`config.mk`:
```
export PLATFORM = sky130hd
export DESIGN_NAME = lge_cell
export DESIGN_NICKNAME = d
export VERILOG_FILES = /design/src/rtl/core/assert_macros.svh /design/src/rtl/core/lge_pkg.sv /design/src/rtl/core/lge_cell.sv
export SDC_FILE = /design/constraint.sdc
export NUM_CORES = 1
export LEC_CHECK = 0
export BUFFER_PORTS_ARGS = -buffer_cell sky130_fd_sc_hd__buf_2
export CORE_ASPECT_RATIO = 2
export CORE_MARGIN = 4
export CORE_UTILIZATION = 55
export CTS_CLUSTER_SIZE = 8
export DETAILED_ROUTE_END_ITERATION = 16
export GPL_TIMING_DRIVEN = 0
export HOLD_SLACK_MARGIN = 0.15
export MAX_ROUTING_LAYER = met4
export PLACE_DENSITY = 0.92
export SYNTH_ARGS = -nofsm -noshare
export SYNTH_HDL_FRONTEND = slang
export SYNTH_SLANG_ARGS = --single-unit
```
`constraint.sdc`:
```
create_clock -name clk -period 2.9 [get_ports clk]
set_clock_uncertainty 0.05 [all_clocks]
set_input_delay 0.145 -clock clk [delete_from_list [all_inputs] [get_ports clk]]
set_output_delay 0.145 -clock clk [all_outputs]
set_load 0.01 [all_outputs]
```
`src/rtl/core/assert_macros.svh`:
```
// ---------------------------------------------------------------------------
// Assertion macros included by the top-level RTL file
// Concurrent assertion wrappers that compile away under synthesis.
// ---------------------------------------------------------------------------
`ifndef ASSERT_MACROS_SVH
`define ASSERT_MACROS_SVH

`ifndef SYNTHESIS

// same-cycle implication
`define ASSERT_IMP(label, clk, rst_n, ante, cons) \
    label: assert property (@(posedge clk) disable iff (!rst_n) (ante) |-> (cons)) \
        else $error("assertion failed");

// next-cycle implication
`define ASSERT_NXT(label, clk, rst_n, ante, cons) \
    label: assert property (@(posedge clk) disable iff (!rst_n) (ante) |=> (cons)) \
        else $error("assertion failed");

`else

`define ASSERT_IMP(label, clk, rst_n, ante, cons)
`define ASSERT_NXT(label, clk, rst_n, ante, cons)

`endif

`endif

```
`src/rtl/core/lge_pkg.sv`:
```
// ---------------------------------------------------------------------------
// Life grid engine package
// Word types, codes and constants shared by the cell rows and the top level.
// ---------------------------------------------------------------------------
`default_nettype none

package lge_pkg;

    // field widths
    localparam int CFG_W     = 6;
    localparam int CFG_IDX_W = 2;
    localparam int OP_W      = 2;
    localparam int ROW_W     = 5;
    localparam int COL_W     = 5;

    // default grid size
    localparam int DEF_MAX_ROWS = 32;
    localparam int DEF_MAX_COLS = 32;

    // register indexes and reset values
    localparam logic [CFG_IDX_W-1:0] REG_ROWS = 2'd0;
    localparam logic [CFG_IDX_W-1:0] REG_COLS = 2'd1;
    localparam logic [CFG_W-1:0]     ROWS_RESET = 6'd5;
    localparam logic [CFG_W-1:0]     COLS_RESET = 6'd5;

    // operation codes
    localparam logic [OP_W-1:0] OP_LOAD = 2'd0;
    localparam logic [OP_W-1:0] OP_STEP = 2'd1;
    localparam logic [OP_W-1:0] OP_READ = 2'd2;

    // B3/S23 neighbor counts
    localparam int BIRTH_CNT   = 3;
    localparam int SURVIVE_CNT = 2;

    // input word
    typedef struct packed {
        logic [OP_W-1:0]  op;
        logic [ROW_W-1:0] row;
        logic [COL_W-1:0] col;
        logic             live;
    } item_in_t;

    // result word
    typedef struct packed {
        logic cell_live;
        logic any_live;
        logic border_live;
    } item_out_t;

    // command broadcast to every cell row
    typedef struct packed {
        logic step_en;
        logic load_en;
        logic load_val;
    } cell_cmd_t;

    // per-row position and addressing
    typedef struct packed {
        logic active;
        logic on_border;
        logic sel;
    } row_ctl_t;

    // per-row registered summary
    typedef struct packed {
        logic any;
        logic border;
        logic hit;
    } row_sum_t;

    // sequencer states
    typedef enum logic [1:0] {
        ST_IDLE,
        ST_EXEC,
        ST_SUM,
        ST_COMB
    } state_t;

endpackage : lge_pkg

`default_nettype wire

```
`src/rtl/core/lge_cell.sv`:
```
// ---------------------------------------------------------------------------
// Life grid cell row
// Holds one grid row, hands its visible bits to the rows above and below,
// and computes its next generation and a registered row summary.
// ---------------------------------------------------------------------------
`default_nettype none

module lge_cell #(
    parameter int COLS = lge_pkg::DEF_MAX_COLS
) (
    input  wire logic                clk,
    input  wire logic                rst_n,
    input  wire lge_pkg::cell_cmd_t  cmd,
    input  wire lge_pkg::row_ctl_t   rctl,
    input  wire logic [COLS-1:0]     col_mask,
    input  wire logic [COLS-1:0]     col_last,
    input  wire logic [COLS-1:0]     col_sel,
    input  wire logic [COLS-1:0]     up_row,
    input  wire logic [COLS-1:0]     dn_row,
    output logic [COLS-1:0]          row_out,
    output lge_pkg::row_sum_t        sum
);

    import lge_pkg::*;

    logic [COLS-1:0] bits_reg, bits_next;
    logic [COLS-1:0] vis;
    logic [COLS-1:0] life_next;
    logic [COLS+1:0] up_pad, mid_pad, dn_pad;
    row_sum_t        sum_reg, sum_next;

    // bits outside the used area read as dead
    assign vis     = bits_reg & col_mask & {COLS{rctl.active}};
    assign row_out = vis;

    assign up_pad  = {1'b0, up_row, 1'b0};
    assign mid_pad = {1'b0, vis, 1'b0};
    assign dn_pad  = {1'b0, dn_row, 1'b0};

    // neighbor count and rule, one column at a time
    always_comb
    begin
        logic [3:0] cnt;
        cnt = '0;
        life_next = '0;
        for (int c = 0; c < COLS; c++)
        begin
            cnt = 4'(up_pad[c]) + 4'(up_pad[c+1]) + 4'(up_pad[c+2])
                + 4'(mid_pad[c]) + 4'(mid_pad[c+2])
                + 4'(dn_pad[c]) + 4'(dn_pad[c+1]) + 4'(dn_pad[c+2]);
            life_next[c] = col_mask[c] && rctl.active
                && ((cnt == 4'(BIRTH_CNT)) || ((cnt == 4'(SURVIVE_CNT)) && vis[c]));
        end
    end

    // row update: step, single-cell load, or hold
    always_comb
    begin
        priority if (cmd.step_en)
            bits_next = life_next;
        else if (cmd.load_en && rctl.sel)
            bits_next = (bits_reg & ~col_sel) | (col_sel & {COLS{cmd.load_val}});
        else
            bits_next = bits_reg;
    end

    always_ff @(posedge clk or negedge rst_n)
    begin
        if (!rst_n)
            bits_reg <= '0;
        else
            bits_reg <= bits_next;
    end

    // row summary: any live, live on border, addressed cell
    always_comb
    begin
        sum_next.any    = |vis;
        sum_next.border = rctl.on_border ? (|vis) : (vis[0] | (|(vis & col_last)));
        sum_next.hit    = rctl.sel && (|(vis & col_sel));
    end

    always_ff @(posedge clk)
    begin
        sum_reg <= sum_next;
    end

    assign sum = sum_reg;

endmodule : lge_cell

`default_nettype wire

```
==> results.cfg, run 1 <==
[timing]
setup_viol = 2
fin_ws_ns = -0.004137
worst-slew-pin-transition_ns = 0.8419
slew_violations = 0
finalCriticalPeriod_ns = 2.904
slew_headroom_pct = 43.87
finalCritPeriodShare_pct = 100.1
tns_ns = -0.004597
rsz0062_at_grt = yes
max_freq_mhz = 344.3
final-hold-violation-count = 0

[synthesis]
syn_area_per_cell_um2 = 9.406
synthDistinctLibCells = 39
synth_common_cells = 201 x inv_1, 124 x fa_1, 92 x ha_1, 46 x nand3_1, 42 x nand2_1
synth-main-ff-cell = dfrtp_1
synth_top_cell_by_area = fa_1
synthCells = 817
synth.net_count = 1201
ys_top_cells_by_area = fa_1 32%, ha_1 15%, dfrtp_1 10%
synth_edf_count = 0
syn_area_mm2 = 0.007685
yosysMostFrequentCell = inv_1
async_reset_ff_share_pct = 91.43
synth-seq-cells = 35
synth_top_area_share_pct = 32.30
yosysWarnings = 0
seq_area_frac_synth_pct = 11.20

[cts]
cts_root_buffer = clkbuf_16
clockBufferDepth = 2
path_clk_slew_ns = 0.06
cts_made_buffers = 5
cts_tree = built
clk_latency_ns = 0.29
h-tree-depth = 2
clock-sinks = 35

[hold_path]
min_path_type = in2reg

[power_and_ir_drop]
ir_worst_vdd_uv = 326.6
static-leakage-power_nw = 5.267
powerDensity_mw_per_mm2 = 383.3

[floorplan]
num_io_pins = 203
start_util_pct = 56.56
dieArea_mm2 = 0.01604
fp.coreArea_mm2 = 0.01359
num_rows = 60
die_w_um = 91.59
die_y_um = 175.2

[status]
outcome = complete, but fails checks
violations = setup timing

[layout]
postLayoutCellArea_mm2 = 0.009519
finish.utilization_pct = 70.06
nets = 1432
num-fill-cells = 1028
final_layout_size_suffix_gt1_share_pct = 26.22
area_delta_synth_final_pct = 23.87
final_cell_count_no_fill = 1240

[placed_design]
place_inst = 1202
io_buffers = 199
dp.final_hpwl_mm = 22.41
placed_area_mm2 = 0.008914
gp_congestion = 1.021

[route]
vias = 7747
drcViolationCount = 0
totalWireLength_mm = 27.32
viasPerCell = 6.248
ant_nets = 0
wl_per_cell_um = 22.03
drt_iter0_drc = 710
drtPass1Iterations = 6

[critical_path]
crit_type = reg2reg
crit_fanout = 4
cp.required_ns = 3.06
worstSetupEndpointType = register
crit_chain = nand3_2 > fa_1 > fa_1 > inv_1 > ha_1 > fa_1 > o2111ai_1 > o22ai_1
crit_buf_inv = 1
startpoint_type = register
cp_slowest_cell = fa_1
critPathTopFamily = adder cells
arrival_ns = 3.06
cpMostUsedCell = fa_1
slowest_delay_ns = 0.54

[grt]
antenna_found_initial = 3
grtUsageTotal_pct = 33.98
overflow = 0
grt_max_degree = 33
first_global_vias = 8160
grt_pass1_wl_mm = 40.68

[job]
maxCapViolations = 0
## per-layer routing
layer	track usage [%]	vias up	part of all wire, %
met4	22.86	0	9.3
met3	6.980	223	11
met5	-	-	0
met2	58.60	646	50
met1	33.89	3654	30
li1	-	3224	-
## per-stage QoR
step	total power [mW]	hold slack (ns)	worst slack [ns]
floorplan	2.055	-0.2006	0.07712
global placement	2.653	0.2133	-0.3816
detailed placement	2.779	0.2202	-0.4252
CTS	3.543	0.1504	0.004680
global route	3.908	0.1574	-0.08204
finish	3.649	0.1489	-0.004137
## cell type report
type                    instances  area, um2  area share (%)
diodes                          5      12.51          0.1314
plain buffers                  19      117.6           1.236
clock buffers                   5      125.1           1.314
clock inverters                 3      67.56          0.7098
inverters                     222      837.1           8.793
multi-input cells             541       6026           63.30
flip-flops and latches         35      862.1           9.056
well taps                     186      232.7           2.445
repair buffers                224       1239           13.01
## final timing paths
kind	startpoint	endpoint	slack, ns	depth (start not counted)
worst max register to register	register	register	-0.004	8
worst min-delay path	col_mask[10]	register	0.15	3
worst max-delay path	register	register	-0.004	8
max in group asynchronous	rst_n	async pin	1.77	2
worst min register to register	register	register	0.57	2
min in group asynchronous	rst_n	async pin	0.45	2
## cells by family (layout without fill, tap and decap cells)
group	count (synthesis)	after routing	synth area share, %
compound gates	172	172	16.38
fa+ha+maj	216	216	47.28
buf+inv	241	473	12.21
flops	35	35	11.20
mux	32	32	4.168
other cells	0	5	0
simple gates	121	121	8.759
## report_power, final
part	switching, mW	internal, mW	leakage [nW]
logic	1.26	0.997	4.72
registers	0.0993	0.556	0.457
clock network	0.243	0.493	0.0901
total	1.60	2.05	5.27
## worst reg2reg max path: stages, from the launching register on
cell	delay (ns)
dfrtp_1	0.46
nand3_2	0.20
fa_1	0.54
fa_1	0.52
inv_1	0.05
ha_1	0.21
fa_1	0.48
o2111ai_1	0.11
o22ai_1	0.20
## cells in the final DEF, fill, tap and decap left out, drive strengths merged, types with 32 or more instances in the layout
master	count
buf	210
dfrtp	32
fa	124
ha	92
inv	220
mux2i	32
nand2	42
nand3	62
o2111ai	32
## what timing repair did
action	in CTS	in global routing
hold endpoints to repair	52	0
setup endpoints to repair	6	21
buffers inserted	0	4
gates resized for setup	6	25
hold buffers	21	0
pin swaps	0	7
No activity file was read; power rests on OpenSTA's default activity.
==> run 2: changes to the inputs <==
Settings changed: ABC_CLOCK_PERIOD_IN_PS from default to 2800.
Clock period 2.9 ns to 2.8 ns, I/O delays scaled along.
==> run 2 against run 1 <==
Compared with the run above:
- sequential share of layout area decreased by 0.38 points
- critical path depth did not move
- critical path type unchanged
- worst setup slack worse by 0.12 ns
- first-iteration DRC count is 25% higher
- largest cell class unchanged
- flip-flop and latch count unchanged
- core utilization up 5.0 points
- final cell count is 3.9% higher
- routed wire length up 14%
- the flow still finishes with violations (setup timing)
- via count grew 7.9%
- highest routed layer unchanged
==> results.cfg, run 2 (synthesized netlist as in run 1, its figures left out) <==
[power_and_ir_drop]
powerDensity_mw_per_mm2 = 400.0
static-leakage-power_nw = 5.417
ir_worst_vdd_uv = 273.0

[placed_design]
dp.final_hpwl_mm = 23.13
placed_area_mm2 = 0.008924
io_buffers = 199
gp_congestion = 1.023

[cts]
h-tree-depth = 2
cts_tree = built
cts_made_buffers = 5
clockBufferDepth = 2
path_clk_slew_ns = 0.06
cts_root_buffer = clkbuf_16
clk_latency_ns = 0.30
clock-sinks = 35

[floorplan]
start_util_pct = 56.56
die_y_um = 175.2
num_io_pins = 203
fp.coreArea_mm2 = 0.01359
num_rows = 60
die_w_um = 91.59
dieArea_mm2 = 0.01604

[grt]
grt_max_degree = 33
first_global_vias = 8438
antenna_found_initial = 3
grtUsageTotal_pct = 35.84
overflow = 0
grt_pass1_wl_mm = 42.79

[timing]
max_freq_mhz = 341.7
finalCriticalPeriod_ns = 2.927
finalCritPeriodShare_pct = 104.5
slew_headroom_pct = 37.96
slew_violations = 0
worst-slew-pin-transition_ns = 0.9307
rsz0062_at_grt = yes
final-hold-violation-count = 0
fin_ws_ns = -0.1267
setup_viol = 8
tns_ns = -0.5175

[hold_path]
min_path_type = in2reg

[critical_path]
arrival_ns = 3.07
cpMostUsedCell = fa_1
crit_type = reg2reg
cp_slowest_cell = fa_1
slowest_delay_ns = 0.56
cp.required_ns = 2.94
crit_fanout = 3
ff2ff_setup_slack_ns = -0.13
startpoint_type = register
crit_chain = nand3_4 > fa_1 > fa_1 > inv_2 > ha_4 > fa_1 > o2111ai_1 > o22ai_1
worstSetupEndpointType = register

[layout]
layout_common_cells = 194 x buf_2, 151 x inv_1, 118 x fa_1, 80 x ha_1, 58 x inv_2
final_layout_size_suffix_gt1_share_pct = 36.94
layout_commonest_cell = buf_2
nets = 1482
postLayoutCellArea_mm2 = 0.01019
area_delta_synth_final_pct = 32.63
finish.utilization_pct = 75.01

[route]
ant_nets = 0
wl_per_cell_um = 24.16
totalWireLength_mm = 31.11
drtPass1Iterations = 9
viasPerCell = 6.488
drcViolationCount = 0
vias = 8357
drt_iter0_drc = 890

[status]
violations = setup timing
outcome = complete, but fails checks

[job]
maxCapViolations = 0
run 2: changes by cell type in the layout (fill, tap and decap cells not counted), moves of 11 or more:
cell / before / now
ha_1: 92 / 80
inv_2: 21 / 58
buf_4: 5 / 50
dfrtp_1: 31 / 13
inv_1: 199 / 151
dfrtp_2: 1 / 19
nand3_4: 12 / 23
run 2: report_power, final:
part / leakage (nW) / switching [mW] / total [mW] / internal [mW]
sequential: 0.429 / 0.102 / 0.684 / 0.582
clock: 0.0838 / 0.274 / 0.695 / 0.422
combinational: 4.90 / 1.49 / 2.70 / 1.20
run 2: cell type report:
cell class                      instances  area [um2]
Inverter                              222       867.1
Sequential cell                        35       884.6
Buffer                                 19       130.1
Antenna cell                            3       7.507
Clock inverter                          3       43.79
Clock buffer                            5       125.1
Tap cell                              186       232.7
Fill cell                             883        3396
Timing Repair Buffer                  274        1672
Multi-Input combinational cell        541        6230
run 2: worst max-delay path, delay by kind of cell, from the launching register on:
family	cells	cell delay, ns
adder cells (fa/ha/maj)	4	1.77
AND/OR/NAND/NOR	1	0.14
AO/OA/AOI/OAI	2	0.38
flip-flops	1	0.42
buffers and inverters	1	0.06
run 2: path summary, 6_finish.rpt:
kind                              to  cells past startpoint          from
setup / recovery            register                      8      register
hold / removal              register                      3  col_mask[29]
setup reg to reg            register                      8      register
max in group asynchronous  async pin                      2         rst_n
hold reg to reg             register                      2      register
min in group asynchronous  async pin                      2         rst_n
run 2: per-layer routing:
metal | global-route usage (%) | part of all wire, %
met4 | 25.25 | 11
met5 | - | 0
met3 | 8.875 | 12
met1 | 35.70 | 29
met2 | 60.24 | 48
run 2: per-stage QoR:
| step | hold WS (ns) | cells | worst slack [ns] | power (mW) |
|---|---|---|---|---|
| after floorplan | -0.2056 | 817 | -0.003092 | 2.129 |
| after global placement | 0.2184 | 1202 | -0.3744 | 2.759 |
| after detailed placement | 0.2281 | 1202 | -0.4333 | 2.902 |
| after CTS | 0.1509 | 1240 | -0.05664 | 3.656 |
| after global routing | 0.1591 | 1288 | -0.2755 | 4.327 |
| final | 0.1438 | 1288 | -0.1267 | 4.077 |
run 2: timing repair:
item / CTS / global route
cloned: 0 / 0
hold buffers: 28 / 0
endpoints found under the hold margin: 59 / 0
gates resized for setup: 29 / 127
setup endpoints to repair: 21 / 29
pin swaps: 6 / 71
setup buffers: 2 / 45
==> run 3: changes to the inputs <==
Settings changed: CORE_UTILIZATION 55 to 40, PLACE_DENSITY 0.92 to 0.72.
==> run 3 against run 2 <==
Compared with the run above:
- the flow now finishes without violations
- via count fell by 12%
- critical path type unchanged
- clock power is 10% lower
- die area up 35%
- final cell count rose by 4.0%
- non-clock buffer count decreased by 18
- maximum frequency grew 6.5%
- critical path depth stayed put
- global-route usage decreased by 9.5 points
- sequential power down 1%
- worst setup slack improved by 0.18 ns
- routed wire length decreased by 12%
- first-iteration DRC count fell by 47%
==> results.cfg, run 3 (synthesized netlist as in run 1, its figures left out) <==
[cts]
clock-sinks = 35
h-tree-depth = 2
clk_latency_ns = 0.29
cts_made_buffers = 5
path_clk_slew_ns = 0.06
cts_root_buffer = clkbuf_16
cts_tree = built
clockBufferDepth = 2

[job]
maxCapViolations = 0

[layout]
area_delta_synth_final_pct = 30.58
postLayoutCellArea_mm2 = 0.01003
finish.utilization_pct = 53.28
multiInputGateArea_mm2 = 0.006168
register_area_um2 = 878.3
final_cell_count_no_fill = 1339
layout_common_cells = 197 x buf_2, 158 x inv_1, 123 x fa_1, 85 x ha_1, 57 x inv_2
final_layout_size_suffix_gt1_share_pct = 33.40
layout_commonest_cell = buf_2
nets = 1464
num-fill-cells = 1831

[timing]
rsz0062_at_grt = yes
fin_ws_ns = 0.05136
slew_headroom_pct = 42.61
final-hold-violation-count = 0
worst-slew-pin-transition_ns = 0.8608
finalCriticalPeriod_ns = 2.749
finalCritPeriodShare_pct = 98.17
slew_violations = 0
max_freq_mhz = 363.8
setup_viol = 0

[floorplan]
fp.coreArea_mm2 = 0.01883
die_y_um = 204.0
num_rows = 71
dieArea_mm2 = 0.02163
start_util_pct = 40.81
num_io_pins = 203
die_w_um = 106.0

[grt]
first_global_vias = 7951
overflow = 0
antenna_found_initial = 3
grt_pass1_wl_mm = 41.99
grt_max_degree = 33
grtUsageTotal_pct = 26.32

[power_and_ir_drop]
ir_worst_vdd_uv = 273.0
power_mw = 3.692
static-leakage-power_nw = 5.334
swShare_pct = 44.44
pwr-share-seq_pct = 18.3
intPower_mw = 2.051
clkPwrFrac_pct = 16.9
p_sw_mw = 1.641
p_comb_share_pct = 64.8
powerDensity_mw_per_mm2 = 367.9

[placed_design]
dp.final_hpwl_mm = 23.59
io_buffers = 199
place_inst = 1271
gp_congestion = 0.9954
placed_area_mm2 = 0.009010
dpl_worst_slack_ns = -0.4744

[hold_path]
min_path_type = in2reg

[critical_path]
cp.required_ns = 2.96
arrival_ns = 2.91
worstSetupEndpointType = register
crit_fanout = 4
startpoint_type = register
crit_type = reg2reg

[route]
viasPerCell = 5.506
drcViolationCount = 0
wl_per_cell_um = 20.52
drt_iter0_drc = 468
ant_nets = 0
drtPass1Iterations = 5
totalWireLength_mm = 27.47
vias = 7372

[status]
outcome = finished, final reports clean
run 3: changes by cell type in the layout (fill, tap and decap cells not counted), moves of 4 or more:
cell and delta:
buf_4 -18, dfrtp_1 +5, dfrtp_2 -5, inv_4 -8, ha_4 -4, fa_1 +5
ha_1 +5, fa_2 -5, inv_1 +7, buf_6 -5
run 3: power by group through the flow:
| stage | Clock, mW | Combinational (mW) | Sequential (mW) |
|---|---|---|---|
| floorplan | 0 | 1.48 | 0.645 |
| global placement | 0 | 2.14 | 0.667 |
| detailed placement | 0 | 2.20 | 0.668 |
| CTS | 0.620 | 2.27 | 0.666 |
| global route | 0.639 | 2.73 | 0.683 |
| finish | 0.624 | 2.39 | 0.675 |
run 3: metrics by stage:
| step | setup TNS (ns) | hold WS (ns) |
|---|---|---|
| after floorplan | -0.005964 | -0.2056 |
| after global placement | -6.606 | 0.2328 |
| after detailed placement | -7.304 | 0.2428 |
| after CTS | -0.1829 | 0.1511 |
| after global routing | -0.2434 | 0.1678 |
| final | 0 | 0.1556 |
run 3: final timing paths:
kind	from	to	slack (ns)	cells past startpoint
min	col_mask[6]	register	0.16	3
max	register	register	0.05	8
min in group asynchronous	rst_n	async pin	0.47	2
min reg2reg	register	register	0.57	2
max reg2reg	register	register	0.05	8
max in group asynchronous	rst_n	async pin	1.64	2
run 3: layout make-up:
cell class                 instances  area share (%)
tap                              255           3.180
antenna                            3         0.07481
inverter                         222           8.516
timing repair buffer             256           15.11
multi-input combinational        541           61.47
clock buffer                       8           1.559
buffer                            19           1.334
sequential                        35           8.753
run 3: routing by layer:
layer / GRT usage [%] / wire length (um)
met1: 28.85 / 9195
met2: 46.62 / 14460
met3: 3.731 / 2421
met4: 12.51 / 1400
met5: - / 0
run 3: worst max-delay path, cell delays in order, from the launching register on:
cell and delay [ns]:
dfrtp_2 0.42, nand3_4 0.16, fa_1 0.50, fa_1 0.49, inv_1 0.04, ha_1 0.20, fa_1 0.51, o2111ai_1 0.12
o22ai_1 0.18
run 3: what timing repair did:
action | CTS | global route
setup endpoints to repair | 18 | 30
setup buffers | 1 | 28
gates resized for setup | 19 | 96
hold endpoints to repair | 59 | 1
pin swaps | 0 | 43
hold buffers | 28 | 1
